### src/rtl/bpa_pkg.sv
// Shared types, codes and default sizes for the block pool allocator.
// Used by the channel interfaces, the flag memory, the divider and the top level.
`default_nettype none

package bpa_pkg;

    // Payload field widths fixed by the channel format.
    localparam int SIZE_W = 20;
    localparam int IDX_W  = 8;
    localparam int CNT_W  = 9;
    localparam int FB_W   = 16;

    // Defaults for the top-level parameters.
    localparam int DEF_NUM_BLOCKS  = 256;
    localparam int DEF_BLOCK_BYTES = 64;

    typedef logic [SIZE_W-1:0] t_size;
    typedef logic [IDX_W-1:0]  t_idx;
    typedef logic [CNT_W-1:0]  t_cnt;
    typedef logic [FB_W-1:0]   t_fb;

    localparam t_fb FB_MAX = '1;

    localparam logic MODE_ALLOC = 1'b0;
    localparam logic MODE_FREE  = 1'b1;

    typedef enum logic [1:0] {
        ST_POOL_ALLOC = 2'd0,
        ST_FB_ALLOC   = 2'd1,
        ST_POOL_FREE  = 2'd2,
        ST_FB_FREE    = 2'd3
    } t_status;

    typedef enum logic [1:0] {
        FL_FREE = 2'd0,
        FL_HEAD = 2'd1,
        FL_BODY = 2'd2
    } t_flag;

    typedef enum logic [3:0] {
        S_CLEAR,
        S_IDLE,
        S_DIV,
        S_DEC,
        S_ONE_CHK,
        S_DOWN,
        S_FIT,
        S_MARK,
        S_HI_RD,
        S_UP,
        S_FR_HEAD,
        S_FR_BODY,
        S_EMIT
    } t_state;

endpackage

`default_nettype wire

### src/rtl/bpa_if.sv
// Valid/ready channel interfaces for allocator requests and responses.
// Depends on bpa_pkg for the payload types.
`default_nettype none

interface bpa_req_if;
    logic               valid;
    logic               ready;
    logic               mode;
    bpa_pkg::t_size     size_bytes;
    bpa_pkg::t_idx      block_index;
    logic               outside_pool;

    modport source (output valid, mode, size_bytes, block_index, outside_pool, input ready);
    modport sink   (input valid, mode, size_bytes, block_index, outside_pool, output ready);
endinterface

interface bpa_rsp_if;
    logic               valid;
    logic               ready;
    bpa_pkg::t_status   status;
    bpa_pkg::t_idx      head_index;
    bpa_pkg::t_cnt      blocks_changed;
    bpa_pkg::t_cnt      blocks_free;
    bpa_pkg::t_fb       fallback_outstanding;

    modport source (output valid, status, head_index, blocks_changed, blocks_free,
                    fallback_outstanding, input ready);
    modport sink   (input valid, status, head_index, blocks_changed, blocks_free,
                    fallback_outstanding, output ready);
endinterface

`default_nettype wire

### src/rtl/bpa_flag_ram.sv
// Block flag map: one write port and one read port with registered read data.
// Depends on bpa_pkg for the flag type.
`default_nettype none

module bpa_flag_ram #(
    parameter int DEPTH = bpa_pkg::DEF_NUM_BLOCKS
) (
    input  wire logic                     i_clk,
    input  wire logic                     i_we,
    input  wire logic [$clog2(DEPTH)-1:0] i_waddr,
    input  wire bpa_pkg::t_flag           i_wdata,
    input  wire logic                     i_re,
    input  wire logic [$clog2(DEPTH)-1:0] i_raddr,
    output bpa_pkg::t_flag                o_rdata
);

    bpa_pkg::t_flag mem [DEPTH];
    bpa_pkg::t_flag r_rdata;

    always_ff @(posedge i_clk) begin
        if (i_we) begin
            mem[i_waddr] <= i_wdata;
        end
        if (i_re) begin
            r_rdata <= mem[i_raddr];
        end
    end

    assign o_rdata = r_rdata;

endmodule

`default_nettype wire

### src/rtl/bpa_div.sv
// Division of the request size by a constant block size through reciprocal multiplication.
// Depends on bpa_pkg for the dividend width.
`default_nettype none

module bpa_div #(
    parameter int DIVISOR = bpa_pkg::DEF_BLOCK_BYTES
) (
    input  wire logic           i_clk,
    input  wire logic           i_rst_n,
    input  wire logic           i_start,
    input  wire bpa_pkg::t_size i_dividend,
    output logic                o_done,
    output bpa_pkg::t_size      o_quotient
);

    // With L = ceil(log2(DIVISOR)) and M = ceil(2^(SIZE_W+L) / DIVISOR), the error
    // M*DIVISOR - 2^(SIZE_W+L) stays below 2^L, so (x*M) >> (SIZE_W+L) is exact for
    // every SIZE_W-bit dividend. M never exceeds 2^(SIZE_W+1).
    localparam int L  = $clog2(DIVISOR);
    localparam int SH = bpa_pkg::SIZE_W + L;
    localparam int MW = bpa_pkg::SIZE_W + 2;
    localparam int PW = bpa_pkg::SIZE_W + MW;
    localparam longint unsigned MUL = ((64'd1 << SH) + 64'(DIVISOR) - 64'd1) / 64'(DIVISOR);
    localparam logic [MW-1:0] MUL_C = MW'(MUL);

    logic           r_done, n_done;
    bpa_pkg::t_size r_quo, n_quo;
    logic [PW-1:0]  prod;
    bpa_pkg::t_size quo;

    assign prod = PW'(i_dividend) * PW'(MUL_C);
    assign quo  = bpa_pkg::t_size'(prod >> SH);

    always_comb begin
        n_done = i_start;
        n_quo  = i_start ? quo : r_quo;
    end

    always_ff @(posedge i_clk) begin
        if (!i_rst_n) begin
            r_done <= 1'b0;
        end else begin
            r_done <= n_done;
        end
    end

    always_ff @(posedge i_clk) begin
        r_quo <= n_quo;
    end

    assign o_done     = r_done;
    assign o_quotient = r_quo;

endmodule

`default_nettype wire

### src/rtl/block_pool_allocator.sv
// Block pool allocator top level: sequencer, pool bookkeeping and response register.
// Depends on bpa_pkg, bpa_if, bpa_flag_ram and bpa_div.
//
// Channel   Dir  Handshake     Payload
// i_req     in   valid/ready   mode, size_bytes, block_index, outside_pool
// o_rsp     out  valid/ready   status, head_index, blocks_changed, blocks_free,
//                              fallback_outstanding
//
// After reset the flag memory is cleared one entry per cycle, and no request is
// taken until that pass ends.
// A fallback free only updates the outstanding count. A pooled free checks the head
// flag, then releases the body blocks walking upward; an ignored free releases nothing.
// An allocation first passes through the divider (skipped for a zero size), then walks
// the flag memory one entry per cycle through its single read port; the first-fit walk
// and the walk that moves the lowest free index together cover the map at most once.
// Requests are taken one at a time; a finished response waits in the output register
// while the next request is already accepted and processed.
`default_nettype none

module block_pool_allocator #(
    parameter int NUM_BLOCKS  = bpa_pkg::DEF_NUM_BLOCKS,
    parameter int BLOCK_BYTES = bpa_pkg::DEF_BLOCK_BYTES
) (
    input  wire logic  i_clk,
    input  wire logic  i_rst_n,
    bpa_req_if.sink    i_req,
    bpa_rsp_if.source  o_rsp
);

    // Index width for the flag memory and count width that can also hold "none".
    localparam int IW = $clog2(NUM_BLOCKS);
    localparam int CW = $clog2(NUM_BLOCKS + 1);
    localparam int NW = bpa_pkg::SIZE_W + 1;

    localparam logic [IW-1:0] LAST = IW'(NUM_BLOCKS - 1);
    localparam logic [CW-1:0] NONE = CW'(NUM_BLOCKS);
    localparam logic [CW-1:0] ONE  = CW'(1);

    bpa_pkg::t_state r_state, n_state;

    // Pool bookkeeping. Lowest and highest free hold NONE when there is no free block.
    logic [CW-1:0]  r_free, n_free;
    logic [CW-1:0]  r_low,  n_low;
    logic [CW-1:0]  r_high, n_high;
    bpa_pkg::t_fb   r_fb,   n_fb;

    // Working registers of the current request.
    logic [IW-1:0]  r_addr,  n_addr;
    logic [IW-1:0]  r_begin, n_begin;
    logic [IW-1:0]  r_end,   n_end;
    logic [CW-1:0]  r_run,   n_run;
    logic [CW-1:0]  r_need,  n_need;
    logic           r_zero,  n_zero;
    logic [IW-1:0]  r_head,  n_head;
    logic [CW-1:0]  r_changed, n_changed;
    bpa_pkg::t_status r_res_status, n_res_status;

    // Response register.
    logic             r_ovalid, n_ovalid;
    bpa_pkg::t_status r_o_status, n_o_status;
    bpa_pkg::t_idx    r_o_head, n_o_head;
    bpa_pkg::t_cnt    r_o_changed, n_o_changed;
    bpa_pkg::t_cnt    r_o_free, n_o_free;
    bpa_pkg::t_fb     r_o_fb, n_o_fb;

    // Flag memory port.
    logic           mem_we;
    logic [IW-1:0]  mem_waddr;
    bpa_pkg::t_flag mem_wdata;
    logic           mem_re;
    logic [IW-1:0]  mem_raddr;
    bpa_pkg::t_flag rd_flag;

    // Divider.
    logic           div_start;
    bpa_pkg::t_size div_dividend;
    logic           div_done;
    bpa_pkg::t_size div_quo;

    // Sequencer events resolved after the state case.
    logic           go_fb;
    logic           go_done;
    logic           go_after_down;
    logic           go_low;
    logic           go_fin;
    logic [IW-1:0]  fin_j;

    logic [NW-1:0]  need_full;
    logic [CW-1:0]  run_next;

    bpa_flag_ram #(
        .DEPTH   (NUM_BLOCKS)
    ) u_flags (
        .i_clk   (i_clk),
        .i_we    (mem_we),
        .i_waddr (mem_waddr),
        .i_wdata (mem_wdata),
        .i_re    (mem_re),
        .i_raddr (mem_raddr),
        .o_rdata (rd_flag)
    );

    bpa_div #(
        .DIVISOR    (BLOCK_BYTES)
    ) u_div (
        .i_clk      (i_clk),
        .i_rst_n    (i_rst_n),
        .i_start    (div_start),
        .i_dividend (div_dividend),
        .o_done     (div_done),
        .o_quotient (div_quo)
    );

    // Blocks needed: ceil(size / BLOCK_BYTES) = floor((size - 1) / BLOCK_BYTES) + 1,
    // and a zero size counts as one block.
    assign need_full    = r_zero ? NW'(1) : (NW'(div_quo) + NW'(1));
    assign run_next     = (rd_flag == bpa_pkg::FL_FREE) ? (r_run + ONE) : '0;
    assign div_dividend = i_req.size_bytes - bpa_pkg::t_size'(1);

    always_comb begin
        n_state      = r_state;
        n_free       = r_free;
        n_low        = r_low;
        n_high       = r_high;
        n_fb         = r_fb;
        n_addr       = r_addr;
        n_begin      = r_begin;
        n_end        = r_end;
        n_run        = r_run;
        n_need       = r_need;
        n_zero       = r_zero;
        n_head       = r_head;
        n_changed    = r_changed;
        n_res_status = r_res_status;

        n_ovalid     = r_ovalid & ~o_rsp.ready;
        n_o_status   = r_o_status;
        n_o_head     = r_o_head;
        n_o_changed  = r_o_changed;
        n_o_free     = r_o_free;
        n_o_fb       = r_o_fb;

        mem_we       = 1'b0;
        mem_waddr    = r_addr;
        mem_wdata    = bpa_pkg::FL_FREE;
        mem_re       = 1'b0;
        mem_raddr    = r_addr;
        div_start    = 1'b0;

        go_fb         = 1'b0;
        go_done       = 1'b0;
        go_after_down = 1'b0;
        go_low        = 1'b0;
        go_fin        = 1'b0;
        fin_j         = r_addr;

        unique case (r_state)
            bpa_pkg::S_CLEAR: begin
                // Write every entry free once after reset.
                mem_we = 1'b1;
                n_addr = r_addr + IW'(1);
                if (r_addr == LAST) begin
                    n_state = bpa_pkg::S_IDLE;
                end
            end

            bpa_pkg::S_IDLE: begin
                if (i_req.valid) begin
                    n_head    = '0;
                    n_changed = '0;
                    if (i_req.mode == bpa_pkg::MODE_ALLOC) begin
                        if (i_req.size_bytes == '0) begin
                            n_zero  = 1'b1;
                            n_state = bpa_pkg::S_DEC;
                        end else begin
                            n_zero    = 1'b0;
                            div_start = 1'b1;
                            n_state   = bpa_pkg::S_DIV;
                        end
                    end else if (i_req.outside_pool) begin
                        // Fallback free only touches the outstanding count.
                        if (r_fb != '0) begin
                            n_fb = r_fb - bpa_pkg::t_fb'(1);
                        end
                        n_res_status = bpa_pkg::ST_FB_FREE;
                        n_state      = bpa_pkg::S_EMIT;
                    end else begin
                        n_res_status = bpa_pkg::ST_POOL_FREE;
                        if (32'(i_req.block_index) < 32'(NUM_BLOCKS)) begin
                            mem_re    = 1'b1;
                            mem_raddr = IW'(i_req.block_index);
                            n_addr    = IW'(i_req.block_index);
                            n_state   = bpa_pkg::S_FR_HEAD;
                        end else begin
                            n_state = bpa_pkg::S_EMIT;
                        end
                    end
                end
            end

            bpa_pkg::S_DIV: begin
                if (div_done) begin
                    n_state = bpa_pkg::S_DEC;
                end
            end

            bpa_pkg::S_DEC: begin
                n_need = CW'(need_full);
                if (need_full > NW'(r_free)) begin
                    go_fb = 1'b1;
                end else if (need_full == NW'(1)) begin
                    // Single block: try the highest free index.
                    if (r_high == NONE) begin
                        go_fb = 1'b1;
                    end else begin
                        mem_re    = 1'b1;
                        mem_raddr = IW'(r_high);
                        n_state   = bpa_pkg::S_ONE_CHK;
                    end
                end else begin
                    // First fit, scanning upward from the lowest free index.
                    if (r_low == NONE) begin
                        go_fb = 1'b1;
                    end else begin
                        mem_re    = 1'b1;
                        mem_raddr = IW'(r_low);
                        n_addr    = IW'(r_low);
                        n_run     = '0;
                        n_state   = bpa_pkg::S_FIT;
                    end
                end
            end

            bpa_pkg::S_ONE_CHK: begin
                if (rd_flag == bpa_pkg::FL_FREE) begin
                    mem_we    = 1'b1;
                    mem_waddr = IW'(r_high);
                    mem_wdata = bpa_pkg::FL_HEAD;
                    n_head    = IW'(r_high);
                    n_free    = r_free - ONE;
                    if (r_free == ONE) begin
                        n_low   = NONE;
                        n_high  = NONE;
                        go_done = 1'b1;
                    end else if (r_high == '0) begin
                        n_high  = NONE;
                        go_done = 1'b1;
                    end else begin
                        mem_re    = 1'b1;
                        mem_raddr = IW'(r_high - ONE);
                        n_addr    = IW'(r_high - ONE);
                        n_state   = bpa_pkg::S_DOWN;
                    end
                end else begin
                    go_fb = 1'b1;
                end
            end

            bpa_pkg::S_DOWN: begin
                // Read data belongs to r_addr; the next lower entry is requested when this one is not free.
                if (rd_flag == bpa_pkg::FL_FREE) begin
                    n_high        = CW'(r_addr);
                    go_after_down = 1'b1;
                end else if (r_addr == '0) begin
                    n_high        = NONE;
                    go_after_down = 1'b1;
                end else begin
                    mem_re    = 1'b1;
                    mem_raddr = r_addr - IW'(1);
                    n_addr    = r_addr - IW'(1);
                end
            end

            bpa_pkg::S_FIT: begin
                if (run_next == r_need) begin
                    n_end   = r_addr;
                    n_begin = IW'(CW'(r_addr) + ONE - r_need);
                    n_addr  = IW'(CW'(r_addr) + ONE - r_need);
                    n_state = bpa_pkg::S_MARK;
                end else if (r_addr == LAST) begin
                    go_fb = 1'b1;
                end else begin
                    n_run     = run_next;
                    mem_re    = 1'b1;
                    mem_raddr = r_addr + IW'(1);
                    n_addr    = r_addr + IW'(1);
                end
            end

            bpa_pkg::S_MARK: begin
                // Head flag on the first block of the run, body flags on the rest.
                mem_we    = 1'b1;
                mem_waddr = r_addr;
                mem_wdata = (r_addr == r_begin) ? bpa_pkg::FL_HEAD : bpa_pkg::FL_BODY;
                if (r_addr == r_end) begin
                    n_head = r_begin;
                    n_free = r_free - r_need;
                    if (r_free == r_need) begin
                        n_low   = NONE;
                        n_high  = NONE;
                        go_done = 1'b1;
                    end else begin
                        n_state = bpa_pkg::S_HI_RD;
                    end
                end else begin
                    n_addr = r_addr + IW'(1);
                end
            end

            bpa_pkg::S_HI_RD: begin
                // Recheck the highest free index; the downward walk keeps it if still free.
                mem_re = 1'b1;
                if (r_high == NONE) begin
                    mem_raddr = LAST;
                    n_addr    = LAST;
                end else begin
                    mem_raddr = IW'(r_high);
                    n_addr    = IW'(r_high);
                end
                n_state = bpa_pkg::S_DOWN;
            end

            bpa_pkg::S_UP: begin
                if (rd_flag == bpa_pkg::FL_FREE) begin
                    n_low   = CW'(r_addr);
                    go_done = 1'b1;
                end else if (r_addr == LAST) begin
                    n_low   = NONE;
                    go_done = 1'b1;
                end else begin
                    mem_re    = 1'b1;
                    mem_raddr = r_addr + IW'(1);
                    n_addr    = r_addr + IW'(1);
                end
            end

            bpa_pkg::S_FR_HEAD: begin
                if (rd_flag == bpa_pkg::FL_HEAD) begin
                    if (CW'(r_addr) < r_low) begin
                        n_low = CW'(r_addr);
                    end
                    mem_we    = 1'b1;
                    mem_waddr = r_addr;
                    n_changed = ONE;
                    if (r_addr == LAST) begin
                        go_fin = 1'b1;
                        fin_j  = r_addr;
                    end else begin
                        mem_re    = 1'b1;
                        mem_raddr = r_addr + IW'(1);
                        n_addr    = r_addr + IW'(1);
                        n_state   = bpa_pkg::S_FR_BODY;
                    end
                end else begin
                    // Not a head block: the free is ignored.
                    n_state = bpa_pkg::S_EMIT;
                end
            end

            bpa_pkg::S_FR_BODY: begin
                if (rd_flag == bpa_pkg::FL_BODY) begin
                    mem_we    = 1'b1;
                    mem_waddr = r_addr;
                    n_changed = r_changed + ONE;
                    if (r_addr == LAST) begin
                        go_fin = 1'b1;
                        fin_j  = r_addr;
                    end else begin
                        mem_re    = 1'b1;
                        mem_raddr = r_addr + IW'(1);
                        n_addr    = r_addr + IW'(1);
                    end
                end else begin
                    go_fin = 1'b1;
                    fin_j  = r_addr - IW'(1);
                end
            end

            bpa_pkg::S_EMIT: begin
                if (!r_ovalid || o_rsp.ready) begin
                    n_ovalid    = 1'b1;
                    n_o_status  = r_res_status;
                    n_o_head    = bpa_pkg::t_idx'(r_head);
                    n_o_changed = bpa_pkg::t_cnt'(r_changed);
                    n_o_free    = bpa_pkg::t_cnt'(r_free);
                    n_o_fb      = r_fb;
                    n_state     = bpa_pkg::S_IDLE;
                end
            end

            default: begin
                n_state = bpa_pkg::S_IDLE;
            end
        endcase

        // After the downward walk, a one-block request is finished; a larger one
        // may still have to move the lowest free index past the new run.
        if (go_after_down) begin
            if (r_need == ONE) begin
                go_done = 1'b1;
            end else begin
                go_low = 1'b1;
            end
        end

        if (go_low) begin
            if (CW'(r_begin) == r_low) begin
                if (r_end == LAST) begin
                    n_low   = NONE;
                    go_done = 1'b1;
                end else begin
                    mem_re    = 1'b1;
                    mem_raddr = r_end + IW'(1);
                    n_addr    = r_end + IW'(1);
                    n_state   = bpa_pkg::S_UP;
                end
            end else begin
                go_done = 1'b1;
            end
        end

        if (go_done) begin
            n_res_status = bpa_pkg::ST_POOL_ALLOC;
            n_changed    = r_need;
            n_state      = bpa_pkg::S_EMIT;
        end

        if (go_fb) begin
            if (r_fb != bpa_pkg::FB_MAX) begin
                n_fb = r_fb + bpa_pkg::t_fb'(1);
            end
            n_res_status = bpa_pkg::ST_FB_ALLOC;
            n_head       = '0;
            n_changed    = '0;
            n_state      = bpa_pkg::S_EMIT;
        end

        // End of a pooled free: fin_j is the last block released.
        if (go_fin) begin
            n_free = r_free + n_changed;
            if (r_high == NONE || CW'(fin_j) > r_high) begin
                n_high = CW'(fin_j);
            end
            n_state = bpa_pkg::S_EMIT;
        end
    end

    always_ff @(posedge i_clk) begin
        if (!i_rst_n) begin
            r_state  <= bpa_pkg::S_CLEAR;
            r_addr   <= '0;
            r_free   <= NONE;
            r_low    <= '0;
            r_high   <= CW'(LAST);
            r_fb     <= '0;
            r_ovalid <= 1'b0;
        end else begin
            r_state  <= n_state;
            r_addr   <= n_addr;
            r_free   <= n_free;
            r_low    <= n_low;
            r_high   <= n_high;
            r_fb     <= n_fb;
            r_ovalid <= n_ovalid;
        end
    end

    always_ff @(posedge i_clk) begin
        r_begin      <= n_begin;
        r_end        <= n_end;
        r_run        <= n_run;
        r_need       <= n_need;
        r_zero       <= n_zero;
        r_head       <= n_head;
        r_changed    <= n_changed;
        r_res_status <= n_res_status;
        r_o_status   <= n_o_status;
        r_o_head     <= n_o_head;
        r_o_changed  <= n_o_changed;
        r_o_free     <= n_o_free;
        r_o_fb       <= n_o_fb;
    end

    assign i_req.ready                = (r_state == bpa_pkg::S_IDLE);
    assign o_rsp.valid                = r_ovalid;
    assign o_rsp.status               = r_o_status;
    assign o_rsp.head_index           = r_o_head;
    assign o_rsp.blocks_changed       = r_o_changed;
    assign o_rsp.blocks_free          = r_o_free;
    assign o_rsp.fallback_outstanding = r_o_fb;

endmodule

`default_nettype wire
### src/flat_wrapper.sv
// flat-port wrapper written by rule: the top's interface ports become plain ports
module block_pool_allocator_flat 
#(
    parameter int NUM_BLOCKS  = bpa_pkg::DEF_NUM_BLOCKS,
    parameter int BLOCK_BYTES = bpa_pkg::DEF_BLOCK_BYTES
)
  (i_clk, i_rst_n, i_req_valid, i_req_mode, i_req_size_bytes, i_req_block_index, i_req_outside_pool, i_req_ready, o_rsp_valid, o_rsp_status, o_rsp_head_index, o_rsp_blocks_changed, o_rsp_blocks_free, o_rsp_fallback_outstanding, o_rsp_ready);
  bpa_req_if i_req_i ();
  bpa_rsp_if o_rsp_i ();
  input  wire logic i_clk;
  input  wire logic i_rst_n;
  input wire logic [$bits(i_req_i.valid)-1:0] i_req_valid;
  input wire logic [$bits(i_req_i.mode)-1:0] i_req_mode;
  input wire logic [$bits(i_req_i.size_bytes)-1:0] i_req_size_bytes;
  input wire logic [$bits(i_req_i.block_index)-1:0] i_req_block_index;
  input wire logic [$bits(i_req_i.outside_pool)-1:0] i_req_outside_pool;
  output wire logic [$bits(i_req_i.ready)-1:0] i_req_ready;
  output wire logic [$bits(o_rsp_i.valid)-1:0] o_rsp_valid;
  output wire logic [$bits(o_rsp_i.status)-1:0] o_rsp_status;
  output wire logic [$bits(o_rsp_i.head_index)-1:0] o_rsp_head_index;
  output wire logic [$bits(o_rsp_i.blocks_changed)-1:0] o_rsp_blocks_changed;
  output wire logic [$bits(o_rsp_i.blocks_free)-1:0] o_rsp_blocks_free;
  output wire logic [$bits(o_rsp_i.fallback_outstanding)-1:0] o_rsp_fallback_outstanding;
  input wire logic [$bits(o_rsp_i.ready)-1:0] o_rsp_ready;
  assign i_req_i.valid = i_req_valid;
  assign i_req_i.mode = i_req_mode;
  assign i_req_i.size_bytes = i_req_size_bytes;
  assign i_req_i.block_index = i_req_block_index;
  assign i_req_i.outside_pool = i_req_outside_pool;
  assign i_req_ready = i_req_i.ready;
  assign o_rsp_valid = o_rsp_i.valid;
  assign o_rsp_status = o_rsp_i.status;
  assign o_rsp_head_index = o_rsp_i.head_index;
  assign o_rsp_blocks_changed = o_rsp_i.blocks_changed;
  assign o_rsp_blocks_free = o_rsp_i.blocks_free;
  assign o_rsp_fallback_outstanding = o_rsp_i.fallback_outstanding;
  assign o_rsp_i.ready = o_rsp_ready;
  block_pool_allocator #(.NUM_BLOCKS(NUM_BLOCKS), .BLOCK_BYTES(BLOCK_BYTES)) u_core (.i_clk(i_clk), .i_rst_n(i_rst_n), .i_req(i_req_i), .o_rsp(o_rsp_i));
endmodule
### config.mk
export PLATFORM = sky130hd
export DESIGN_NAME = block_pool_allocator_flat
export DESIGN_NICKNAME = d
export VERILOG_FILES = /design/src/rtl/bpa_pkg.sv /design/src/rtl/bpa_if.sv /design/src/rtl/bpa_flag_ram.sv /design/src/rtl/bpa_div.sv /design/src/rtl/block_pool_allocator.sv /design/src/flat_wrapper.sv
export SDC_FILE = /design/constraint.sdc
export NUM_CORES = 1
export LEC_CHECK = 0
export ABC_AREA = 1
export BUFFER_PORTS_ARGS = -buffer_cell sky130_fd_sc_hd__buf_2
export CAP_MARGIN = 20
export CORE_MARGIN = 2
export CORE_UTILIZATION = 49
export CTS_CLUSTER_DIAMETER = 50
export DETAILED_ROUTE_END_ITERATION = 6
export PLACE_DENSITY = 0.74
export SLEW_MARGIN = 10
export SYNTH_ARGS = -nofsm -noshare
export SYNTH_HDL_FRONTEND = slang
export SYNTH_SLANG_ARGS = --single-unit
### constraint.sdc
create_clock -name i_clk -period 12.8 [get_ports i_clk]
set_input_delay 1.92 -clock i_clk [delete_from_list [all_inputs] [get_ports i_clk]]
set_output_delay 1.92 -clock i_clk [all_outputs]
set_load 0.03 [all_outputs]
After elaboration in Yosys (flattened, before gate mapping)
Memories as Yosys holds them, arrays and structs flattened. A register that Yosys moved wholly into a read port is not among the register bits.
Index checks and enable logic that the tools add are counted.
Word-level totals
  input bits: 34
  bits in read-only memories: 0
  output and inout port bits: 46
  memory bits (writable): 512
  bits in latches: 0
  bits in registers: 169
  memories: 1
  logic and storage cells: 292
Cells by class
  bitwise gates (word level): 4
  $lt $le $gt $ge: 3
  eq/ne operators: 37
  mux-type cells: 181
  multiply operators: 0
  shifts and indexed selects: 0
  divide/modulo/power cells: 0
  add/subtract/negate cells: 15
  reductions and logical operators: 27
Memories
  u_core.u_flags.mem: words 256, width 2, rd ports 1, clocked after memory_dff 1, wr ports 1, RTL line bpa_flag_ram.sv:17  | bpa_pkg::t_flag mem [DEPTH];
Operator list (count)
  $mux 9: 34
  $mux 8: 35
  $mux 16: 7
  $mux 4: 23
  $pmux 8 s11: 1
  $pmux 8 s9: 1
  $mux 1: 64
  $pmux 9 s3: 2
  $pmux 4 s11: 1
  $pmux 9 s2: 2
  $pmux 9 s4: 1
  $add 8x1->8 const B: 3
  $pmux 8 s3: 1
  $eq 21x1->1 const B: 1
  $gt 21x9->1: 1
  $mux 21: 1
  $eq 4x4->1 const B: 5
  $logic_not 20->1: 1
  $sub 20x1->20 const B: 1
  $add 9x1->9 const B: 2
  $eq 9x1->1 const B: 2
  $eq 9x9->1: 2
  $eq 9x9->1 const B: 2
  $add 16x1->16 const B: 1
  other kinds (46): 73

Logic depth before layout (Yosys ltp)
Gate-level depths: netlist of the first run.
  depth after elaboration: 14
  mapped depth: 40
  gate-level depth less buffers: 39

By module
A second synthesis of the first run with hierarchy kept.
Unflattened totals
  cell total of the unflattened synthesis: 4094
  area, all modules: 36038.3 um^2
Modules (own cells, without submodules)
  bpa_flag_ram: instances 1, area an instance 22146.2 um^2, seq. area each 15434.8 um^2, cells each 2055
  block_pool_allocator: instances 1, area an instance 13395.3 um^2, seq. area each 3873.7 um^2, cells each 2015
  bpa_div: instances 1, area an instance 496.7 um^2, seq. area each 440.4 um^2, cells each 24

Worst setup path before layout of the first run
Ideal clock, no wire load.
  path type: reg2reg
  from: register u_core.r_state[2]
  to: memory u_core.u_flags.mem[0][0] in the netlist's numbering, data pin
  arrival time: 11.456 ns
  setup time: 2.187 ns
  stages on the path, launching flop included: 9
  setup slack: -0.844 ns
  path buffers: 2
  required time: 10.613 ns
  cells stage by stage: dfxtp_1 inv_2 nor2_1 inv_4 nor2_1 clkbuf_1 clkinv_1 clkbuf_1 o21ai_0
Between the ends
  longest elaborated chain between the ends: 2
  elaborated cells between the ends (all ways): 3
  those cells by class: eq/ne: 2; mux: 1
Ends and longest elaborated chain
  start, declared: RTL line block_pool_allocator.sv:39  | bpa_pkg::t_state r_state, n_state;
  start signal, assigned: RTL line block_pool_allocator.sv:450  | r_state <= bpa_pkg::S_CLEAR;
  start signal, assigned: RTL line block_pool_allocator.sv:458  | r_state <= n_state;
  $eq 4x3->1: RTL line block_pool_allocator.sv:157  | unique case (r_state)
  $pmux 2 s2 (*): RTL line block_pool_allocator.sv:157
  net u_core.mem_wdata[0]: RTL line block_pool_allocator.sv:69  | bpa_pkg::t_flag mem_wdata;
  end, declared: RTL line bpa_flag_ram.sv:17
Mark *: on every way through the listed nets, which the timed path passes. The rest lies on a longest branch.

Worst setup path in the final report of the first run
  from: register u_core.u_flags.r_rdata[0] (netlist: u_core.u_flags.o_rdata[0]), read port of u_core.u_flags.mem
  to: register u_core.u_flags.r_rdata[1] (netlist: u_core.u_flags.o_rdata[1]), read port of u_core.u_flags.mem, data pin
Between the ends
  longest elaborated chain between the ends: 8
  elaborated cells between the ends (all ways): 28
  those cells by class: eq/ne: 3; mux: 24; reduce/logical: 1
Ends and longest elaborated chain
  start, declared: RTL line bpa_flag_ram.sv:18  | bpa_pkg::t_flag r_rdata;
  $logic_not 2->1
  $mux 9: RTL line block_pool_allocator.sv:117  | assign run_next = (rd_flag == bpa_pkg::FL_FREE) ? (r_run + ONE) : '0;
  $eq 9x9->1: RTL line block_pool_allocator.sv:275  | if (run_next == r_need) begin
  $mux 8 or $mux 1 (tied branches): RTL line block_pool_allocator.sv:275
  $pmux 8 s9 or $pmux 1 s9 (tied branches): RTL line block_pool_allocator.sv:157
  $mux 8 or $mux 1 (tied branches): RTL line block_pool_allocator.sv:408  | if (r_end == LAST) begin
  $mux 8 or $mux 1 (tied branches): RTL line block_pool_allocator.sv:407  | if (CW'(r_begin) == r_low) begin
  $mux 8 or $mux 1 (tied branches): RTL line block_pool_allocator.sv:406  | if (go_low) begin
Several ways; a longest one is shown, not always the timed one.
A chain may end at the register's enable or synchronous reset.

==> impl_metrics.yaml, run 1 <==
route:
  route.final.wire_length_microns: 105000
  antenna_left: 0
  drc_errors: 0
  drt-vias-per-instance: 5.89
  drtPass1Iterations: 6
  num_vias: 30200
  first_iter_violations: 3724
  route.detailed.wl_per_inst_microns: 20.5
timing:
  finalHoldViolations: 0
  min_setup_slack_post_route_ns: 6.06
  fin_setup_tns_ns: 0
  max_clock_freq_mhz: 148
  period_minus_slack_ns: 6.74
  setup_repair_after_global_routing_missed_its_margin: "false"
  clock_skew_ns: 0.0538
  relSlewSlack_pct: 4.55
  setup_viol: 0
  max_slew.worst_pin.slew_ns: 1.43
  final_max_slew_viol_count: 0
  final.period_utilization_pct: 52.6
clock_network:
  holdBufCountCts: 0
  post-cts-setup-buffers: 0
  clock_latency_ns: 0.65
  clockRootBuffer: "sky130_fd_sc_hd__clkbuf_16"
  clockBufferDepth: 3
  cts_max_level: 3
  numClockSinks: 683
  numCtsBuffers: 82
  cts.clk_slew.worst_paths_ns: 0.06
  tritoncts: "yes"
  ctsResizeCount: 0
logic_synthesis:
  postSynthAreaPerCell_sq_um: 8.81
  yosys_warnings: 0
  synthArstFlopShare_pct: 0
  synth-edff-count: 607
  post_synth_instance_area_sq_um: 36200
  synth_sequential_area_ratio_pct: 54.5
  synthesis.nets: 4215
  number_of_flip_flops_and_latches_in_the_synthesized_netlist: 683
  synth_cell_types: 66
  synthCells: 4112
  dominantRegCellSynth: "sky130_fd_sc_hd__edfxtp_1"
status:
  status: "finished clean"
pwr:
  report.power.total_w: 0.00984
  power.switching_fraction_pct: 46.2
  power_frac_comb_pct: 50.0
  cellPowerDensity_nw_per_um2: 247
  internal_power_w: 0.00529
  share_seq_of_total_power_pct: 27.2
  clock_power_share_pct: 22.7
  max-vdd-ir-drop_uv: 220
  power.static_leakage_nw: 15.5
  p_sw_w: 0.00455
layout:
  commonest_non_fill_non_tap_cells_in_the_layout: "sky130_fd_sc_hd__nand2_1, sky130_fd_sc_hd__nand3_1, sky130_fd_sc_hd__edfxtp_1"
  finalInstanceArea_sq_um: 39900
  post_route_cells_drive_above_1_share_pct: 8.63
  final_net_count: 4208
  layout.cells.most_common: "sky130_fd_sc_hd__nand2_1"
  diodes: 0
  area_growth_from_synthesis_to_layout_pct: 10.1
  stdcell_count: 5129
grt:
  initial_antenna_violation_count: 0
  gr-total-overflow: 0
  first_global_vias: 28400
  grtUsageTotal_pct: 27.3
  grt_first_pass_wirelength_microns: 160000
  grt_start_max_net_pins: 257
floorplanning:
  initial_core_util_pct: 49.5
  design.core.area_sq_um: 73100
  design.portCount: 80
  die_height_microns: 276
  dieArea_sq_um: 76100
  die_width_microns: 276
  num_rows: 99
placed_design:
  placedInstanceArea_sq_um: 37200
  place_hpwl_microns: 65700
  io_buffer_count: 79
  detailedPlace.worstSlack_ns: 5.81
  routabilityCongestion: 1.01
  placed_cells: 4978
worst_hold_path:
  min_path_type: "reg -> reg"
job:
  maxCapViolCount: 0
setup_path:
  crit_path_frequent_cell: "sky130_fd_sc_hd__nand3_1"
  worstPathArrival_ns: 7.12
  cp_max_fo: 175
  cp.required_ns: 13.18
  ordered_cell_list_for_the_critical_path: "nor2_4 -> buf_4 -> nand2_1 -> xor2_1 -> nand2_1 -> nor3_2 -> nand3_2 -> nand2_1 -> nand3_1 -> nand3_2 -> nand2_8 -> nand2_8 -> buf_4 -> buf_12 -> nand2_1 -> nand3_1 -> nand3_1 -> nand3_1 -> nand3_1 -> nand3_1 -> nand3_1 -> nand3_1 -> nand2_1"
  critPathKind: "reg -> reg"
  start_kind: "register"
  timing.critical_path.slowest_cell_delay_ns: 1.00
  worst-path-buf-inv: 3
  kind_of_capture_point_of_the_worst_setup_path: "register"
  slowest_stage: "sky130_fd_sc_hd__nand2_8"
  critical-path-top-delay-family: "simple AND/OR/NAND/NOR gates"
==> cells by family (layout without fill, tap and decap cells) <==
kind of cell	count (synthesis)	count (layout)	share of synthesized area, %
adders and majority gates	69	69	2.45
buffers and inverters	542	600	6.29
AOI/OAI and AO/OA	447	447	7.55
xor gates and xnor gates	76	76	1.84
and+or+nand+nor	2295	2295	27.3
DFF	683	683	54.5
==> routing by layer <==
metal | global-route usage, % | routed length [microns] | vias up | share of wire, %
met2 | 44.2 | 48800 | 1502 | 46
met1 | 35.5 | 42000 | 14300 | 40
met4 | 12.5 | 4480 | 0 | 4.3
li1 | - | - | 14100 | -
met3 | 5.28 | 9830 | 317 | 9.3
met5 | 0 | 0 | - | 0
==> registers in the layout (all words and copies together) (netlist names), 2 cells and up <==
register                           cells
u_core.u_flags.o_rdata                 2
u_core.r_addr                          8
u_core.r_run                           9
u_core.u_flags.mem                   512
u_core.o_rsp.fallback_outstanding     16
u_core.u_div.o_quotient               14
u_core.o_rsp.blocks_free               9
u_core.r_res_status                    2
u_core.r_changed                       9
u_core.o_rsp.blocks_changed            9
u_core.r_head                          8
u_core.r_need                          9
u_core.r_begin                         8
u_core.o_rsp.head_index                8
u_core.r_state                         4
u_core.r_low                           9
u_core.r_fb                           16
u_core.r_free                          9
u_core.r_end                           8
u_core.r_high                          9
u_core.o_rsp.status                    2
==> power groups by stage <==
stage,Combinational (W),Sequential (W),Clock [W]
after floorplan,0.00358,0.00271,0
after global placement,0.00474,0.00272,0
after detailed placement,0.00480,0.00273,0
after CTS,0.00483,0.00268,0.00226
after global routing,0.00543,0.00269,0.00235
final,0.00493,0.00268,0.00224
==> synthesized netlist by cell type, drive strengths merged, types with 7 or more instances <==
library cell  count  area, sq um
a211oi           25          188
a21oi           138          706
a221oi            8         70.1
a31oi            17          106
buf             129          712
clkbuf           94          353
clkinv            7         35.0
dfxtp            76         1520
edfxtp          607        18200
ha               66          826
inv             312         1180
nand2          1061         4030
nand3           617         3130
nand3b           19          143
nand4            43          269
nor2            484         1910
nor3             43          225
nor4             15          109
o211ai           66          500
o21ai           131          659
o21bai            9         67.6
o221ai            9         78.8
or2               8         50.1
xor2             71          622
==> area by class of cell <==
| class | instances | area, sq um |
|---|---|---|
| fill | 6465 | 33200 |
| sequential | 683 | 19700 |
| inverter | 319 | 1210 |
| tap | 959 | 1200 |
| clock inverter | 40 | 402 |
| multi-input combinational | 2887 | 14200 |
| timing repair buffer | 132 | 851 |
| clock buffer | 109 | 2220 |
==> final timing paths <==
| check | from | to | slack, ns | cells after the start |
|---|---|---|---|---|
| hold reg to reg | u_core.r_head[2] | u_core.o_rsp.head_index[2] | 0.43 | 0 |
| hold / removal | u_core.r_head[2] | u_core.o_rsp.head_index[2] | 0.43 | 0 |
| setup / recovery | u_core.u_flags.o_rdata[0] | u_core.u_flags.o_rdata[1] | 6.06 | 23 |
| setup reg to reg | u_core.u_flags.o_rdata[0] | u_core.u_flags.o_rdata[1] | 6.06 | 23 |
==> through the flow <==
stage / utilization, % / hold WS [ns]
after floorplan: - / 0.406
after global placement: 50.9 / 0.418
after detailed placement: 50.9 / 0.420
after CTS: 54.5 / 0.434
after global routing: 54.6 / 0.445
final: 54.6 / 0.434
Note: power is estimated with default switching activity, not from simulation.
==> run 2: changes to the inputs <==
--- a/config.mk
+++ b/config.mk
@@ -12,7 +12,7 @@
 export CORE_UTILIZATION = 49
 export CTS_CLUSTER_DIAMETER = 50
 export DETAILED_ROUTE_END_ITERATION = 6
-export PLACE_DENSITY = 0.74
+export PLACE_DENSITY = 0.72
 export SLEW_MARGIN = 10
 export SYNTH_ARGS = -nofsm -noshare
 export SYNTH_HDL_FRONTEND = slang
==> constraint.sdc (replaced) <==
create_clock -name i_clk -period 6.8 [get_ports i_clk]
set_input_delay 1.02 -clock i_clk [delete_from_list [all_inputs] [get_ports i_clk]]
set_output_delay 1.02 -clock i_clk [all_outputs]
set_load 0.03 [all_outputs]
==> run 2 against run 1 <==
Effect of this change: the run now ends with DRC left; critical endpoint is now u_core.r_free[7]; first-iteration DRC count increased by 5.9%; critical path type unchanged; sequential cell count unchanged; via count increased by 0.28%; die area unchanged; non-clock buffer count increased by 10; utilization increased by 0.44 points; clock power increased by 100%; combinational power increased by 92%.
==> impl_metrics.yaml, run 2 (same netlist as run 1, synthesis figures left out) <==
grt:
  grtUsageTotal_pct: 27.3
  grt.met2_usage_pct: 43.3
  initial_antenna_violation_count: 1
  gr-total-overflow: 0
  grt_start_max_net_pins: 257
  grt_first_pass_wirelength_microns: 160000
  met3_global_route_usage_pct: 4.38
  gr-usage-met1_pct: 36.7
  first_global_vias: 28000
  gr-max-usage-layer: "met2"
timing:
  final.period_utilization_pct: 82.5
  setup_repair_after_global_routing_missed_its_margin: "false"
  period_minus_slack_ns: 5.61
  max_clock_freq_mhz: 178
  max_slew.worst_pin.slew_ns: 1.29
  clock_skew_ns: 0.0295
  final_max_slew_viol_count: 0
  setup_viol: 0
  finalHoldViolations: 0
  fin_setup_tns_ns: 0
  relSlewSlack_pct: 13.9
clock_network:
  cts_max_level: 3
  tritoncts: "yes"
  numClockSinks: 683
  holdBufCountCts: 0
  ctsResizeCount: 0
  post-cts-setup-buffers: 0
  clockBufferDepth: 3
  clock_latency_ns: 0.65
  clockRootBuffer: "sky130_fd_sc_hd__clkbuf_16"
  cts.clk_slew.worst_paths_ns: 0.06
  numCtsBuffers: 84
floorplanning:
  num_rows: 99
  initial_core_util_pct: 49.5
  dieArea_sq_um: 76100
  design.core.area_sq_um: 73100
  die_width_microns: 276
  design.portCount: 80
  die_height_microns: 276
layout:
  post_route_cells_drive_above_1_share_pct: 9.17
  commonest_non_fill_non_tap_cells_in_the_layout: "sky130_fd_sc_hd__nand2_1, sky130_fd_sc_hd__nand3_1, sky130_fd_sc_hd__edfxtp_1"
  final.fill_count: 6483
  layout.cells.most_common: "sky130_fd_sc_hd__nand2_1"
  stdcell_count: 5146
  final_net_count: 4220
  number_of_flip_flops_under_the_largest_register_name: 512
  max_flop_register: "u_core.u_flags.mem"
  area_growth_from_synthesis_to_layout_pct: 11.0
  finalInstanceArea_sq_um: 40200
route:
  first_iter_violations: 3944
  drt-vias-per-instance: 5.89
  drc_errors: 5
  antenna_left: 0
  route.final.wire_length_microns: 106000
  route.detailed.wl_per_inst_microns: 20.6
  drtPass1Iterations: 7
  num_vias: 30300
setup_path:
  worstPathArrival_ns: 6.21
  critPathKind: "reg -> reg"
  kind_of_capture_point_of_the_worst_setup_path: "register"
  crit_path_frequent_cell: "sky130_fd_sc_hd__nand2_1"
  cp_max_fo: 23
  reg_to_reg_end: "u_core.r_free[7]"
  timing.critical_path.from: "u_core.u_div.o_quotient[0]"
  slowest_stage: "sky130_fd_sc_hd__a311oi_1"
  reg2regPathDepth: 37
  start_kind: "register"
  crit_path_end: "u_core.r_free[7]"
  cp.required_ns: 7.39
  timing.critical_path.slowest_cell_delay_ns: 0.53
  reg2reg_slack_ns: 1.19
  critical_path.reg2reg.startpoint: "u_core.u_div.o_quotient[0]"
pwr:
  share_seq_of_total_power_pct: 26.6
  max-vdd-ir-drop_uv: 389
  cellPowerDensity_nw_per_um2: 472
  clock_power_share_pct: 23.6
  power.static_leakage_nw: 15.7
  internal_power_w: 0.0102
  p_sw_w: 0.00881
  power_frac_comb_pct: 49.8
  power.switching_fraction_pct: 46.4
placed_design:
  placed_cells: 4989
  routabilityCongestion: 1.00
  io_buffer_count: 79
  place_hpwl_microns: 66400
  placedInstanceArea_sq_um: 37400
worst_hold_path:
  min_path_type: "reg -> reg"
status:
  violations_in_the_final_reports: "DRC"
  status: "complete, but fails checks"
job:
  maxCapViolCount: 0
run 2: cell count changes in the layout (fill, tap and decap cells not counted), moves of 4 or more:
cell                         before  now
sky130_fd_sc_hd__clkbuf_1        23    8
sky130_fd_sc_hd__clkinv_1        12   19
sky130_fd_sc_hd__buf_12           3    8
sky130_fd_sc_hd__buf_4           49   54
sky130_fd_sc_hd__clkinvlp_4       4    9
sky130_fd_sc_hd__bufinv_16        3    7
run 2: worst min-delay path by stage:
stage / endpoint / slack (ns) / depth (start not counted) / startpoint
global route: u_core.o_rsp.head_index[2] / 0.43 / 0 / u_core.r_head[2]
detailed placement: u_core.o_rsp.head_index[7] / 0.42 / 0 / u_core.r_head[7]
CTS: u_core.o_rsp.head_index[7] / 0.43 / 0 / u_core.r_head[7]
finish: u_core.o_rsp.head_index[7] / 0.43 / 0 / u_core.r_head[7]
floorplan: u_core.o_rsp.fallback_outstanding[8] / 0.41 / 0 / u_core.r_fb[8]
global placement: u_core.o_rsp.head_index[4] / 0.42 / 0 / u_core.r_head[4]
run 2: through the flow:
stage / hold slack (ns) / total power, W / worst slack (ns) / util, %
2_1_floorplan: 0.406 / 0.0118 / 0.665 / -
3_3_place_gp: 0.418 / 0.0143 / 1.32 / 51.1
3_5_place_dp: 0.419 / 0.0144 / 1.27 / 51.1
4_1_cts: 0.433 / 0.0189 / 1.24 / 55.0
5_1_grt: 0.435 / 0.0202 / 0.623 / 55.0
6_report: 0.431 / 0.0190 / 1.19 / 55.0
run 2: area by class of cell:
class / instances / area (sq um) / share of cell area (%)
Clock buffer: 92 / 2130 / 5.30
Timing Repair Buffer: 142 / 966 / 2.40
Inverter: 319 / 1210 / 3.01
Antenna cell: 1 / 2.50 / 0.00623
Sequential cell: 683 / 19700 / 49.1
Multi-Input combinational cell: 2887 / 14200 / 35.4
Tap cell: 959 / 1200 / 2.99
Clock inverter: 63 / 691 / 1.72
run 2: critical path, delay by kind of cell, from the launching register on:
kind | cells | cell delay (ns)
simple gates | 19 | 1.88
fa+ha+maj | 3 | 0.88
compound gates | 9 | 1.69
xor+xnor | 1 | 0.16
buf+inv | 5 | 0.51
flops | 1 | 0.43
run 2: routing by layer:
layer / part of all wire [%] / vias up
li1: - / 14100
met1: 40 / 14300
met2: 46 / 1604
met3: 9.2 / 312
met4: 4.7 / 0
met5: 0 / -
run 2: power by group through the flow:
stage               registers [W]  logic [W]  clock network (W)
floorplan                 0.00509    0.00673                  0
global placement          0.00513    0.00915                  0
detailed placement        0.00514    0.00925                  0
CTS                       0.00505    0.00930            0.00452
global route              0.00508     0.0104            0.00469
finish                    0.00506    0.00946            0.00448
